`config.mk`:
```
export PLATFORM = sky130hd
export DESIGN_NAME = attitude_frame_parser_core
export DESIGN_NICKNAME = d
export VERILOG_FILES = /design/src/rtl/afp_pkg.sv /design/src/rtl/attitude_frame_parser_core.sv /design/src/rtl/afp_front.sv /design/src/rtl/afp_queue.sv /design/src/rtl/afp_back.sv
export SDC_FILE = /design/constraint.sdc
export NUM_CORES = 1
export LEC_CHECK = 0
export ABC_CLOCK_PERIOD_IN_PS = 5490
export BUFFER_PORTS_ARGS = -buffer_cell sky130_fd_sc_hd__buf_2
export CORE_MARGIN = 4
export CORE_UTILIZATION = 60
export CTS_BUF_LIST = sky130_fd_sc_hd__clkbuf_8
export DETAILED_ROUTE_END_ITERATION = 12
export PLACE_DENSITY = 0.94
export SLEW_MARGIN = 20
export SYNTH_ARGS = -nofsm -noshare
export SYNTH_HDL_FRONTEND = slang
export SYNTH_HIERARCHICAL = 1
export SYNTH_SLANG_ARGS = --single-unit
```
`constraint.sdc`:
```
create_clock -name aclk -period 5.49 [get_ports aclk]
set_input_delay 0.2745 -clock aclk [delete_from_list [all_inputs] [get_ports aclk]]
set_output_delay 0.2745 -clock aclk [all_outputs]
set_load 0.02 [all_outputs]
```
`src/rtl/afp_pkg.sv`:
```
// ----------------------------------------------------------------------------
// afp_pkg
// Types and constants shared by the attitude frame parser modules.
// ----------------------------------------------------------------------------
package afp_pkg;

    localparam logic [7:0] SYNC_BYTE = 8'hAA;
    localparam logic [7:0] KIND_BYTE = 8'h01;

    localparam logic [6:0] MAX_LENGTH_RESET    = 7'd60;
    localparam logic [6:0] TRAILER_EXTRA_RESET = 7'd8;

    // Register select is paddr[2]
    localparam logic REG_MAX_LENGTH    = 1'b0;
    localparam logic REG_TRAILER_EXTRA = 1'b1;

    localparam int QUEUE_DEPTH = 4;
    localparam int QUEUE_AW    = $clog2(QUEUE_DEPTH);
    localparam int QUEUE_CW    = $clog2(QUEUE_DEPTH + 1);

    localparam int ATT_BYTES = 6;
    localparam int ATT_IW    = $clog2(ATT_BYTES);
    localparam logic [7:0] ATT_FIRST_POS = 8'd4;
    localparam logic [7:0] ATT_END_POS   = 8'd10;

    localparam int OUT_TDATA_W = 56;

    typedef enum logic [2:0] {
        HUNT_IDLE,
        HUNT_SYNC1,
        HUNT_SYNC2,
        HUNT_LEN,
        HUNT_BODY,
        HUNT_FINAL
    } hunt_state_t;

    typedef enum logic [1:0] {
        OP_START,   // data is the accepted length byte
        OP_BODY,    // data is a body byte
        OP_LAST     // data is the final byte of the frame
    } afp_op_t;

    typedef struct packed {
        afp_op_t    op;
        logic [7:0] data;
    } afp_entry_t;

    typedef struct packed {
        logic                full;
        logic                empty;
        logic [QUEUE_CW-1:0] count;
    } afp_q_status_t;

endpackage

```
`src/rtl/attitude_frame_parser_core.sv`:
```
// ----------------------------------------------------------------------------
// attitude_frame_parser_core
// Byte-serial attitude frame parser: header hunt, checksum and angle decode.
//
//   Channel   Dir   Contents
//   s_*       in    one received byte per transaction
//   m_*       out   one result per complete frame
//   APB       in    max_length (0x0), trailer_extra (0x4)
//
// One byte per cycle is accepted while the 4-entry command queue has room.
// The decoder retires one command per cycle; a result sits in the output
// register and stalls only final-byte commands while it is not taken.
// m_tvalid rises once the final byte has passed the command queue and the output register.
// aresetn is synchronous; it clears hunt state, queue and output valid.
// ----------------------------------------------------------------------------
module attitude_frame_parser_core (
    input  logic        aclk,
    input  logic        aresetn,
    // s_tdata: [7:0] rx_byte
    input  logic        s_tvalid,
    output logic        s_tready,
    input  logic [7:0]  s_tdata,
    // m_tdata: [0] checksum_ok, [16:1] roll, [32:17] pitch, [48:33] yaw
    output logic        m_tvalid,
    input  logic        m_tready,
    output logic [afp_pkg::OUT_TDATA_W-1:0] m_tdata,
    input  logic        psel,
    input  logic        penable,
    input  logic        pwrite,
    input  logic [2:0]  paddr,
    input  logic [31:0] pwdata,
    output logic [31:0] prdata,
    output logic        pready
);
    import afp_pkg::*;

    logic [6:0]     max_length_reg, max_length_next;
    logic [6:0]     trailer_extra_reg, trailer_extra_next;
    logic           cfg_write;
    logic           push, pop;
    afp_entry_t     push_entry, head;
    afp_q_status_t  q_status;

    assign pready    = 1'b1;
    assign cfg_write = psel && penable && pwrite && pready;

    always_comb begin
        max_length_next    = max_length_reg;
        trailer_extra_next = trailer_extra_reg;
        if (cfg_write) begin
            case (paddr[2])
                REG_MAX_LENGTH:    max_length_next    = pwdata[6:0];
                REG_TRAILER_EXTRA: trailer_extra_next = pwdata[6:0];
                default: ;
            endcase
        end
    end

    always_comb begin
        case (paddr[2])
            REG_MAX_LENGTH:    prdata = {25'd0, max_length_reg};
            REG_TRAILER_EXTRA: prdata = {25'd0, trailer_extra_reg};
            default:           prdata = 32'd0;
        endcase
    end

    always_ff @(posedge aclk) begin
        if (!aresetn) begin
            max_length_reg    <= MAX_LENGTH_RESET;
            trailer_extra_reg <= TRAILER_EXTRA_RESET;
        end else begin
            max_length_reg    <= max_length_next;
            trailer_extra_reg <= trailer_extra_next;
        end
    end

    afp_front u_front (
        .aclk          (aclk),
        .aresetn       (aresetn),
        .s_tvalid      (s_tvalid),
        .s_tready      (s_tready),
        .s_tdata       (s_tdata),
        .max_length    (max_length_reg),
        .trailer_extra (trailer_extra_reg),
        .q_full        (q_status.full),
        .push          (push),
        .push_entry    (push_entry)
    );

    afp_queue u_queue (
        .aclk       (aclk),
        .aresetn    (aresetn),
        .push       (push),
        .push_entry (push_entry),
        .pop        (pop),
        .head       (head),
        .status     (q_status)
    );

    afp_back u_back (
        .aclk     (aclk),
        .aresetn  (aresetn),
        .head     (head),
        .q_empty  (q_status.empty),
        .pop      (pop),
        .m_tvalid (m_tvalid),
        .m_tready (m_tready),
        .m_tdata  (m_tdata)
    );

    // A new result only comes from retiring a final-byte command
    a_result_source: assert property (@(posedge aclk) disable iff (!aresetn)
        $rose(m_tvalid) |-> $past(pop && head.op == OP_LAST))
        else $error("result appeared without a final byte");

    // Queue occupancy stays within its depth
    a_queue_bound: assert property (@(posedge aclk) disable iff (!aresetn)
        q_status.count <= QUEUE_CW'(QUEUE_DEPTH))
        else $error("queue count out of range");

    // Nothing is left in flight when reset is released
    a_reset_clean: assert property (@(posedge aclk)
        $rose(aresetn) |-> (q_status.empty && !m_tvalid))
        else $error("state survived reset");

endmodule

```
`src/rtl/afp_front.sv`:
```
// ----------------------------------------------------------------------------
// afp_front
// Header hunter: tracks the sync pattern and body count, and queues one
// command for the length byte and for each later byte of a frame.
// ----------------------------------------------------------------------------
module afp_front (
    input  logic                  aclk,
    input  logic                  aresetn,
    input  logic                  s_tvalid,
    output logic                  s_tready,
    input  logic [7:0]            s_tdata,
    input  logic [6:0]            max_length,
    input  logic [6:0]            trailer_extra,
    input  logic                  q_full,
    output logic                  push,
    output afp_pkg::afp_entry_t   push_entry
);
    import afp_pkg::*;

    hunt_state_t state_reg, state_next;
    logic [7:0]  remain_reg, remain_next;
    logic        accept;
    logic [7:0]  remain_dec;

    assign s_tready   = !q_full;
    assign accept     = s_tvalid && s_tready;
    assign remain_dec = remain_reg - 8'd1;

    always_comb begin
        state_next      = state_reg;
        remain_next     = remain_reg;
        push            = 1'b0;
        push_entry.op   = OP_BODY;
        push_entry.data = s_tdata;
        if (accept) begin
            case (state_reg)
                HUNT_IDLE: begin
                    if (s_tdata == SYNC_BYTE) state_next = HUNT_SYNC1;
                end
                HUNT_SYNC1: begin
                    state_next = (s_tdata == SYNC_BYTE) ? HUNT_SYNC2 : HUNT_IDLE;
                end
                HUNT_SYNC2: begin
                    state_next = (s_tdata == KIND_BYTE) ? HUNT_LEN : HUNT_IDLE;
                end
                HUNT_LEN: begin
                    if (s_tdata < {1'b0, max_length}) begin
                        state_next    = HUNT_BODY;
                        remain_next   = {1'b0, s_tdata[6:0]} + {1'b0, trailer_extra};
                        push          = 1'b1;
                        push_entry.op = OP_START;
                    end else begin
                        state_next = HUNT_IDLE;
                    end
                end
                HUNT_BODY: begin
                    // empty body: this byte breaks the pattern
                    if (remain_reg != 8'd0) begin
                        push        = 1'b1;
                        remain_next = remain_dec;
                        if (remain_dec == 8'd0) state_next = HUNT_FINAL;
                    end else begin
                        state_next = HUNT_IDLE;
                    end
                end
                HUNT_FINAL: begin
                    push          = 1'b1;
                    push_entry.op = OP_LAST;
                    state_next    = HUNT_IDLE;
                end
                default: begin
                    state_next = HUNT_IDLE;
                end
            endcase
        end
    end

    always_ff @(posedge aclk) begin
        if (!aresetn) begin
            state_reg  <= HUNT_IDLE;
            remain_reg <= 8'd0;
        end else begin
            state_reg  <= state_next;
            remain_reg <= remain_next;
        end
    end

endmodule

```
`src/rtl/afp_queue.sv`:
```
// ----------------------------------------------------------------------------
// afp_queue
// Small first-word-fall-through queue between the hunter and the decoder.
// ----------------------------------------------------------------------------
module afp_queue (
    input  logic                   aclk,
    input  logic                   aresetn,
    input  logic                   push,
    input  afp_pkg::afp_entry_t    push_entry,
    input  logic                   pop,
    output afp_pkg::afp_entry_t    head,
    output afp_pkg::afp_q_status_t status
);
    import afp_pkg::*;

    afp_entry_t          queue_reg [QUEUE_DEPTH];
    logic [QUEUE_AW-1:0] wr_ptr_reg, wr_ptr_next;
    logic [QUEUE_AW-1:0] rd_ptr_reg, rd_ptr_next;
    logic [QUEUE_CW-1:0] count_reg, count_next;
    logic                do_push, do_pop;

    assign status.full  = (count_reg == QUEUE_CW'(QUEUE_DEPTH));
    assign status.empty = (count_reg == '0);
    assign status.count = count_reg;
    assign head         = queue_reg[rd_ptr_reg];

    assign do_push = push && !status.full;
    assign do_pop  = pop && !status.empty;

    always_comb begin
        wr_ptr_next = do_push ? wr_ptr_reg + 1'b1 : wr_ptr_reg;
        rd_ptr_next = do_pop  ? rd_ptr_reg + 1'b1 : rd_ptr_reg;
        count_next  = count_reg;
        if (do_push && !do_pop) count_next = count_reg + 1'b1;
        if (!do_push && do_pop) count_next = count_reg - 1'b1;
    end

    always_ff @(posedge aclk) begin
        if (do_push) queue_reg[wr_ptr_reg] <= push_entry;
    end

    always_ff @(posedge aclk) begin
        if (!aresetn) begin
            wr_ptr_reg <= '0;
            rd_ptr_reg <= '0;
            count_reg  <= '0;
        end else begin
            wr_ptr_reg <= wr_ptr_next;
            rd_ptr_reg <= rd_ptr_next;
            count_reg  <= count_next;
        end
    end

endmodule

```
`src/rtl/afp_back.sv`:
```
// ----------------------------------------------------------------------------
// afp_back
// Frame decoder: running checksum, check byte capture, attitude bytes and
// the result register.
// ----------------------------------------------------------------------------
module afp_back (
    input  logic                         aclk,
    input  logic                         aresetn,
    input  afp_pkg::afp_entry_t          head,
    input  logic                         q_empty,
    output logic                         pop,
    output logic                         m_tvalid,
    input  logic                         m_tready,
    output logic [afp_pkg::OUT_TDATA_W-1:0] m_tdata
);
    import afp_pkg::*;

    logic [7:0] pos_reg, pos_next;
    logic [6:0] len_reg, len_next;
    logic [7:0] sum_reg, sum_next;
    logic [7:0] check_reg, check_next;
    logic [7:0] att_reg [ATT_BYTES];
    logic [7:0] att_next [ATT_BYTES];
    logic       out_valid_reg, out_valid_next;
    logic       ok_reg, ok_next;
    logic [15:0] roll_reg, pitch_reg, yaw_reg;
    logic [15:0] roll_next, pitch_next, yaw_next;

    logic [7:0]        v;
    logic [8:0]        pos_inc;
    logic [7:0]        att_off;
    logic [ATT_IW-1:0] att_idx;
    logic [7:0]        start_sum;
    logic [7:0]        start_check;

    assign v       = head.data;
    assign pos_inc = {1'b0, pos_reg} + 9'd1;
    assign att_off = pos_reg - ATT_FIRST_POS;
    assign att_idx = att_off[ATT_IW-1:0];

    // Only the final byte needs the result register
    assign pop = !q_empty && (head.op != OP_LAST || !out_valid_reg || m_tready);

    // Header bytes and length byte at positions 0..3 folded into one step
    always_comb begin
        start_sum = 8'd0;
        if (v[6:0] > 7'd1) start_sum = start_sum + SYNC_BYTE;
        if (v[6:0] > 7'd2) start_sum = start_sum + SYNC_BYTE;
        if (v[6:0] > 7'd3) start_sum = start_sum + KIND_BYTE;
        if (v[6:0] > 7'd4) start_sum = start_sum + v;
        case (v[6:0])
            7'd1:    start_check = SYNC_BYTE;
            7'd2:    start_check = SYNC_BYTE;
            7'd3:    start_check = KIND_BYTE;
            7'd4:    start_check = v;
            default: start_check = 8'd0;
        endcase
    end

    always_comb begin
        pos_next   = pos_reg;
        len_next   = len_reg;
        sum_next   = sum_reg;
        check_next = check_reg;
        for (int i = 0; i < ATT_BYTES; i++) att_next[i] = att_reg[i];
        if (pop) begin
            if (head.op == OP_START) begin
                len_next   = v[6:0];
                pos_next   = ATT_FIRST_POS;
                sum_next   = start_sum;
                check_next = start_check;
                for (int i = 0; i < ATT_BYTES; i++) att_next[i] = 8'd0;
            end else begin
                if (len_reg != 7'd0) begin
                    if (pos_inc < {2'b00, len_reg}) sum_next = sum_reg + v;
                    else if (pos_inc == {2'b00, len_reg}) check_next = v;
                end
                if (pos_reg >= ATT_FIRST_POS && pos_reg < ATT_END_POS)
                    att_next[att_idx] = v;
                if (pos_reg != 8'hFF) pos_next = pos_inc[7:0];
            end
        end
    end

    always_comb begin
        out_valid_next = out_valid_reg;
        ok_next        = ok_reg;
        roll_next      = roll_reg;
        pitch_next     = pitch_reg;
        yaw_next       = yaw_reg;
        if (m_tready) out_valid_next = 1'b0;
        if (pop && head.op == OP_LAST) begin
            out_valid_next = 1'b1;
            ok_next        = (len_reg != 7'd0) && (sum_next == check_next);
            roll_next      = {att_next[0], att_next[1]};
            pitch_next     = {att_next[2], att_next[3]};
            yaw_next       = {att_next[4], att_next[5]};
        end
    end

    always_ff @(posedge aclk) begin
        if (!aresetn) begin
            out_valid_reg <= 1'b0;
            pos_reg       <= 8'd0;
            len_reg       <= 7'd0;
            sum_reg       <= 8'd0;
            check_reg     <= 8'd0;
            for (int i = 0; i < ATT_BYTES; i++) att_reg[i] <= 8'd0;
        end else begin
            out_valid_reg <= out_valid_next;
            pos_reg       <= pos_next;
            len_reg       <= len_next;
            sum_reg       <= sum_next;
            check_reg     <= check_next;
            for (int i = 0; i < ATT_BYTES; i++) att_reg[i] <= att_next[i];
        end
    end

    always_ff @(posedge aclk) begin
        ok_reg    <= ok_next;
        roll_reg  <= roll_next;
        pitch_reg <= pitch_next;
        yaw_reg   <= yaw_next;
    end

    assign m_tvalid = out_valid_reg;
    assign m_tdata  = {7'd0, yaw_reg, pitch_reg, roll_reg, ok_reg};

endmodule
```
==> results.sh, run 1 <==
export IMPL_grt_overflow=0
export IMPL_synth_area_mm2=0.01035
export IMPL_grt_max_degree=71
export IMPL_cp_max_fo=11
export IMPL_endpoint_kind="register"
export IMPL_skew_ns=0.03556
export IMPL_synth_edf_count=89
export IMPL_timing_hold_ws_ns=0.02102
export IMPL_relSlewSlack_pct=28.80
export IMPL_p_per_area_mw_per_mm2=259.1
export IMPL_io_buffers=80
export IMPL_cts_repair_resized=0
export IMPL_htreeDepth=2
export IMPL_area_delta_synth_final_pct=9.046
export IMPL_syn_inst=1017
export IMPL_wl_per_cell_um=19.38
export IMPL_ctsHoldBuffers=3
export IMPL_cts_sinks=203
export IMPL_antenna_cells=0
export IMPL_ant_nets=0
export IMPL_grt_use_total_pct=25.46
export IMPL_final_cell_mix="dfxtp_1, nor2_1, edfxtp_1"
export IMPL_fmax_ghz=0.1994
export IMPL_finalCriticalPeriod_ns=5.014
export IMPL_vias=8286
export IMPL_status="completed"
export IMPL_drc=0
export IMPL_drt_iter0_markers=989
export IMPL_avgSynthCellArea_um2=10.17
export IMPL_drtPass1Iterations=6
export IMPL_hold_violations=0
export IMPL_cts_tree="done"
export IMPL_antenna_found_initial=0
export IMPL_largest_register_ffs=48
export IMPL_postCtsSetupBuffers=0
export IMPL_wl_mm=25.66
export IMPL_period_share_pct=91.33
export IMPL_place_congestion=0.8762
export IMPL_clk_latency_ns=0.54
export IMPL_die_area_mm2=0.01941
export IMPL_drive_gt1_share_pct=15.04
export IMPL_rsz0062_at_grt="false"
export IMPL_ys_async_sr_fraction_pct=0
export IMPL_setup_tns_final_ns=0
export IMPL_post_route_util_pct=67.32
export IMPL_vias_per_cell=6.258
export IMPL_synth_cell_types=83
export IMPL_crit_arrival_ns=5.36
export IMPL_final_common_cell="dfxtp_1"
export IMPL_die_h_um=139.3
export IMPL_postPlaceCellArea_mm2=0.01064
export IMPL_cp_start_kind="register"
export IMPL_placementRows=47
export IMPL_dominantRegCellSynth="dfxtp_1"
export IMPL_drv_cap=0
export IMPL_io_pins=141
export IMPL_cts_root_buf="clkbuf_8"
export IMPL_seq_area_frac_synth_pct=47.89
export IMPL_die_w_um=139.3
export IMPL_p_leak_nw=4.814
export IMPL_cts_clk_slew_worst_paths_ns=0.06
export IMPL_grt_pass1_vias=8017
export IMPL_hp_class="in2reg"
export IMPL_irDropWorstVdd_mv=0.2137
export IMPL_design_area_mm2=0.01128
export IMPL_core_area_mm2=0.01676
export IMPL_critPathRequiredTime_ns=5.83
export IMPL_grt_pass1_wl_mm=40.74
export IMPL_cts_buffers_inserted=34
export IMPL_worstMarginPinSlew_ns=1.068
export IMPL_dp_hpwl_mm=16.62
export IMPL_ys_warnings_count=6
export IMPL_maxSlewViolCount=0
export IMPL_nNetsFinal=1178
export IMPL_synth_seq_cells=203
export IMPL_crit_type="reg2reg"
export IMPL_clk_path_buf_depth=3
export IMPL_report_final_setup_viol=0
export IMPL_start_util_pct=61.73
==> logic make-up after synthesis <==
family,Yosys count,synth area share [%]
xor gates and xnor gates,23,1.947
buffers and inverters,138,7.075
adders and majority gates,48,6.095
DFF,203,47.89
and+or+nand+nor,348,16.93
AOI/OAI and AO/OA,183,11.79
muxes,71,8.163
other,3,0.1088
==> Yosys cell counts (all sizes together), types with 5 or more instances <==
cell / n / area share (%)
inv: 41 / 1.5
nor3: 65 / 3.2
o211ai: 5 / 0.41
o32ai: 5 / 0.42
a21oi: 55 / 2.7
and2: 21 / 1.3
clkbuf: 37 / 1.4
nor2: 101 / 3.7
or3: 5 / 0.30
xnor2: 10 / 0.85
a31oi: 5 / 0.30
nand2: 67 / 2.4
a21o: 12 / 0.87
mux4: 10 / 2.2
o21ai: 33 / 1.6
nand4: 5 / 0.30
ha: 44 / 5.3
nand3: 18 / 0.92
a211oi: 8 / 0.58
nor3b: 8 / 0.63
buf: 58 / 4.2
nor2b: 20 / 1.2
nor4: 9 / 0.75
o21a: 7 / 0.51
xor2: 13 / 1.1
mux2: 7 / 0.76
edfxtp: 89 / 26
mux2i: 54 / 5.2
a2bb2oi: 7 / 0.59
dfxtp: 114 / 22
==> routing by layer <==
metal	vias up	wire length, um	global-route usage (%)
met5	-	0	0
met3	122	2589	5.729
met4	0	1088	10.92
met2	563	12630	43.46
met1	3888	9348	31.09
li1	3713	-	-
==> worst paths after layout <==
path         cells past startpoint         startpoint  slack [ns]                    to
max                             14           register        0.48         u_back/ok_reg
min                              3          pwdata[2]        0.02  trailer_extra_reg[2]
max reg2reg                     14           register        0.48         u_back/ok_reg
min reg2reg                      2  u_back/len_reg[6]        0.48     u_back/len_reg[6]
==> metrics by stage <==
stage / setup WS [ns] / total power [W] / std cells
after floorplan: 1.271 / 0.001721 / 1047
after global placement: 0.8407 / 0.001727 / 1261
final: 0.4759 / 0.002923 / 1324
after detailed placement: 0.6674 / 0.001732 / 1261
after CTS: 0.5743 / 0.002934 / 1324
after global routing: 0.2383 / 0.003033 / 1324
==> power breakdown <==
group	total, W	internal [W]	switching, W	leakage, nW
Clock	0.00122	0.000614	0.000603	0.371
Sequential	0.00158	0.00157	0.00000506	1.79
Combinational	0.000129	0.0000408	0.0000884	2.66
Total	0.00292	0.00223	0.000697	4.81
==> critical path: stages (launching register included) <==
cell and delay [ns]:
dfxtp_1 0.64, mux4_2 0.77, nor4_4 0.45, nand3_1 0.14
ha_1 0.44, ha_1 0.34, a211oi_1 0.27, o21bai_1 0.16
a2111o_1 0.49, a21o_1 0.20, nand4_1 0.10, nor2b_1 0.28
nand3_1 0.14, xnor2_1 0.15, nor4_2 0.27
==> cell type report <==
cell class	instances	area [um^2]
multi-input combinational	706	4781
fill	1161	5478
clock buffer	36	495.5
inverter	43	161.4
timing repair buffer	92	498.0
tap	220	275.3
sequential	203	4955
clock inverter	24	116.4
Power figures use the tool's default switching activity.
==> run 2, diff against run 1 <==
--- a/config.mk
+++ b/config.mk
@@ -5,7 +5,7 @@
 export SDC_FILE = /design/constraint.sdc
 export NUM_CORES = 1
 export LEC_CHECK = 0
-export ABC_CLOCK_PERIOD_IN_PS = 5490
+export ABC_CLOCK_PERIOD_IN_PS = 5200
 export BUFFER_PORTS_ARGS = -buffer_cell sky130_fd_sc_hd__buf_2
 export CORE_MARGIN = 4
 export CORE_UTILIZATION = 60
==> constraint.sdc (replaced) <==
create_clock -name aclk -period 5.2 [get_ports aclk]
set_input_delay 0.26 -clock aclk [delete_from_list [all_inputs] [get_ports aclk]]
set_output_delay 0.26 -clock aclk [all_outputs]
set_load 0.02 [all_outputs]
==> results.sh, run 2 (synthesized netlist as in run 1, its figures left out) <==
export IMPL_maxSlewViolCount=0
export IMPL_report_final_setup_viol=0
export IMPL_grt_pass1_vias=8197
export IMPL_final_common_cell="dfxtp_1"
export IMPL_dp_hpwl_mm=16.42
export IMPL_cts_buffers_inserted=31
export IMPL_setup_tns_final_ns=0
export IMPL_nNetsFinal=1183
export IMPL_cts_root_buf="clkbuf_8"
export IMPL_crit_arrival_ns=5.23
export IMPL_cp_max_fo=8
export IMPL_area_delta_synth_final_pct=9.989
export IMPL_p_per_area_mw_per_mm2=271.9
export IMPL_slowest_delay_ns=0.63
export IMPL_finalCriticalPeriod_ns=4.823
export IMPL_die_w_um=139.3
export IMPL_wl_per_cell_um=19.26
export IMPL_drtPass1Iterations=6
export IMPL_cts_clk_slew_worst_paths_ns=0.07
export IMPL_antenna_cells=0
export IMPL_drc=0
export IMPL_drt_iter0_markers=949
export IMPL_grt_overflow=0
export IMPL_grt_use_total_pct=25.45
export IMPL_cts_repair_resized=0
export IMPL_ant_nets=0
export IMPL_period_share_pct=92.75
export IMPL_hp_class="in2reg"
export IMPL_met2_length_mm=12.93
export IMPL_irDropWorstVdd_mv=0.2567
export IMPL_postCtsSetupBuffers=0
export IMPL_clk_latency_ns=0.58
export IMPL_top_layer_used="met4"
export IMPL_vias_per_cell=6.243
export IMPL_fmax_ghz=0.2073
export IMPL_relSlewSlack_pct=36.95
export IMPL_p_leak_nw=4.841
export IMPL_endpoint_kind="register"
export IMPL_met1_length_mm=9.347
export IMPL_place_congestion=0.9177
export IMPL_drive_gt1_share_pct=15.14
export IMPL_start_util_pct=61.73
export IMPL_clk_path_buf_depth=3
export IMPL_n_fill_cell=1130
export IMPL_timing_hold_ws_ns=0.03081
export IMPL_worstMarginPinSlew_ns=0.9458
export IMPL_antenna_found_initial=0
export IMPL_cts_sinks=203
export IMPL_die_h_um=139.3
export IMPL_die_area_mm2=0.01941
export IMPL_io_buffers=80
export IMPL_grt_pass1_wl_mm=41.12
export IMPL_cts_tree="done"
export IMPL_htreeDepth=1
export IMPL_drv_cap=0
export IMPL_crit_type="reg2reg"
export IMPL_critPathRequiredTime_ns=5.61
export IMPL_status="completed"
export IMPL_skew_ns=0.03373
export IMPL_wl_met3_mm=2.252
export IMPL_cp_cell_sequence="mux4_2 > nor4_4 > nand3_1 > ha_1 > ha_1 > a211oi_1 > o21bai_1 > a2111o_1 > a21o_1 > nand4_1 > nor2b_1 > nand3_1 > xnor2_1 > nor4_2"
export IMPL_rsz0062_at_grt="false"
export IMPL_slowest_stage="mux4_2"
export IMPL_vias=8303
export IMPL_largest_register_ffs=48
export IMPL_core_area_mm2=0.01676
export IMPL_io_pins=141
export IMPL_wl_mm=25.62
export IMPL_hold_violations=0
export IMPL_cp_start_kind="register"
export IMPL_placementRows=47
export IMPL_grt_max_degree=77
export IMPL_final_cell_mix="dfxtp_1, nor2_1, edfxtp_1"
[run 2: timing repair]
action,in CTS,in global routing
endpoints found under the hold margin,30,0
setup endpoints to repair,0,0
hold buffers,11,0
[run 2: per-stage QoR]
step | worst slack, ns | power (W) | cells | cell area [um^2] | utilization [%]
global placement | 0.7003 | 0.001823 | 1261 | 10650 | 63.56
finish | 0.3771 | 0.003095 | 1330 | 11380 | 67.90
CTS | 0.4355 | 0.003102 | 1330 | 11380 | 67.89
floorplan | 0.9807 | 0.001817 | 1047 | 10460 | -
detailed placement | 0.4882 | 0.001827 | 1261 | 10650 | 63.56
global route | 0.1084 | 0.003195 | 1330 | 11380 | 67.90
[run 2: worst paths after layout]
path	start	end	slack, ns	cells after the start
max	register	u_back/ok_reg	0.38	14
min	s_tdata[3]	u_queue/queue_reg[3][3]	0.03	1
max reg2reg	register	u_back/ok_reg	0.38	14
min reg2reg	u_back/len_reg[2]	u_back/len_reg[2]	0.48	2
[run 2: final cells by class]
class,instances,area (um^2),area share (%)
Clock buffer,35,481.7,4.233
Clock inverter,23,133.9,1.176
Inverter,43,161.4,1.418
Multi-Input combinational cell,706,4782,42.02
Sequential cell,203,4955,43.54
Tap cell,220,275.3,2.419
Timing Repair Buffer,100,590.6,5.190
[run 2: worst max-delay path, delay by kind of cell (launching register included)]
| kind | cells | cell delay [ns] |
|---|---|---|
| xor gates and xnor gates | 1 | 0.17 |
| DFF | 1 | 0.62 |
| adders and majority gates | 2 | 0.81 |
| and+or+nand+nor | 6 | 1.42 |
| muxes | 1 | 0.63 |
| AOI/OAI and AO/OA | 4 | 1.04 |
[run 2: metal layers]
metal  track usage, %  up-vias
met5                0        -
met4            11.48        0
met3            3.774      108
met2            44.55      529
met1            31.13     3942
li1                 -     3724
[run 2: power by group]
part	switching [W]	total, W	internal, W	leakage (nW)
logic	0.0000951	0.000142	0.0000466	2.69
clock network	0.000619	0.00129	0.000671	0.362
registers	0.00000508	0.00166	0.00166	1.79
total	0.000719	0.00309	0.00238	4.84
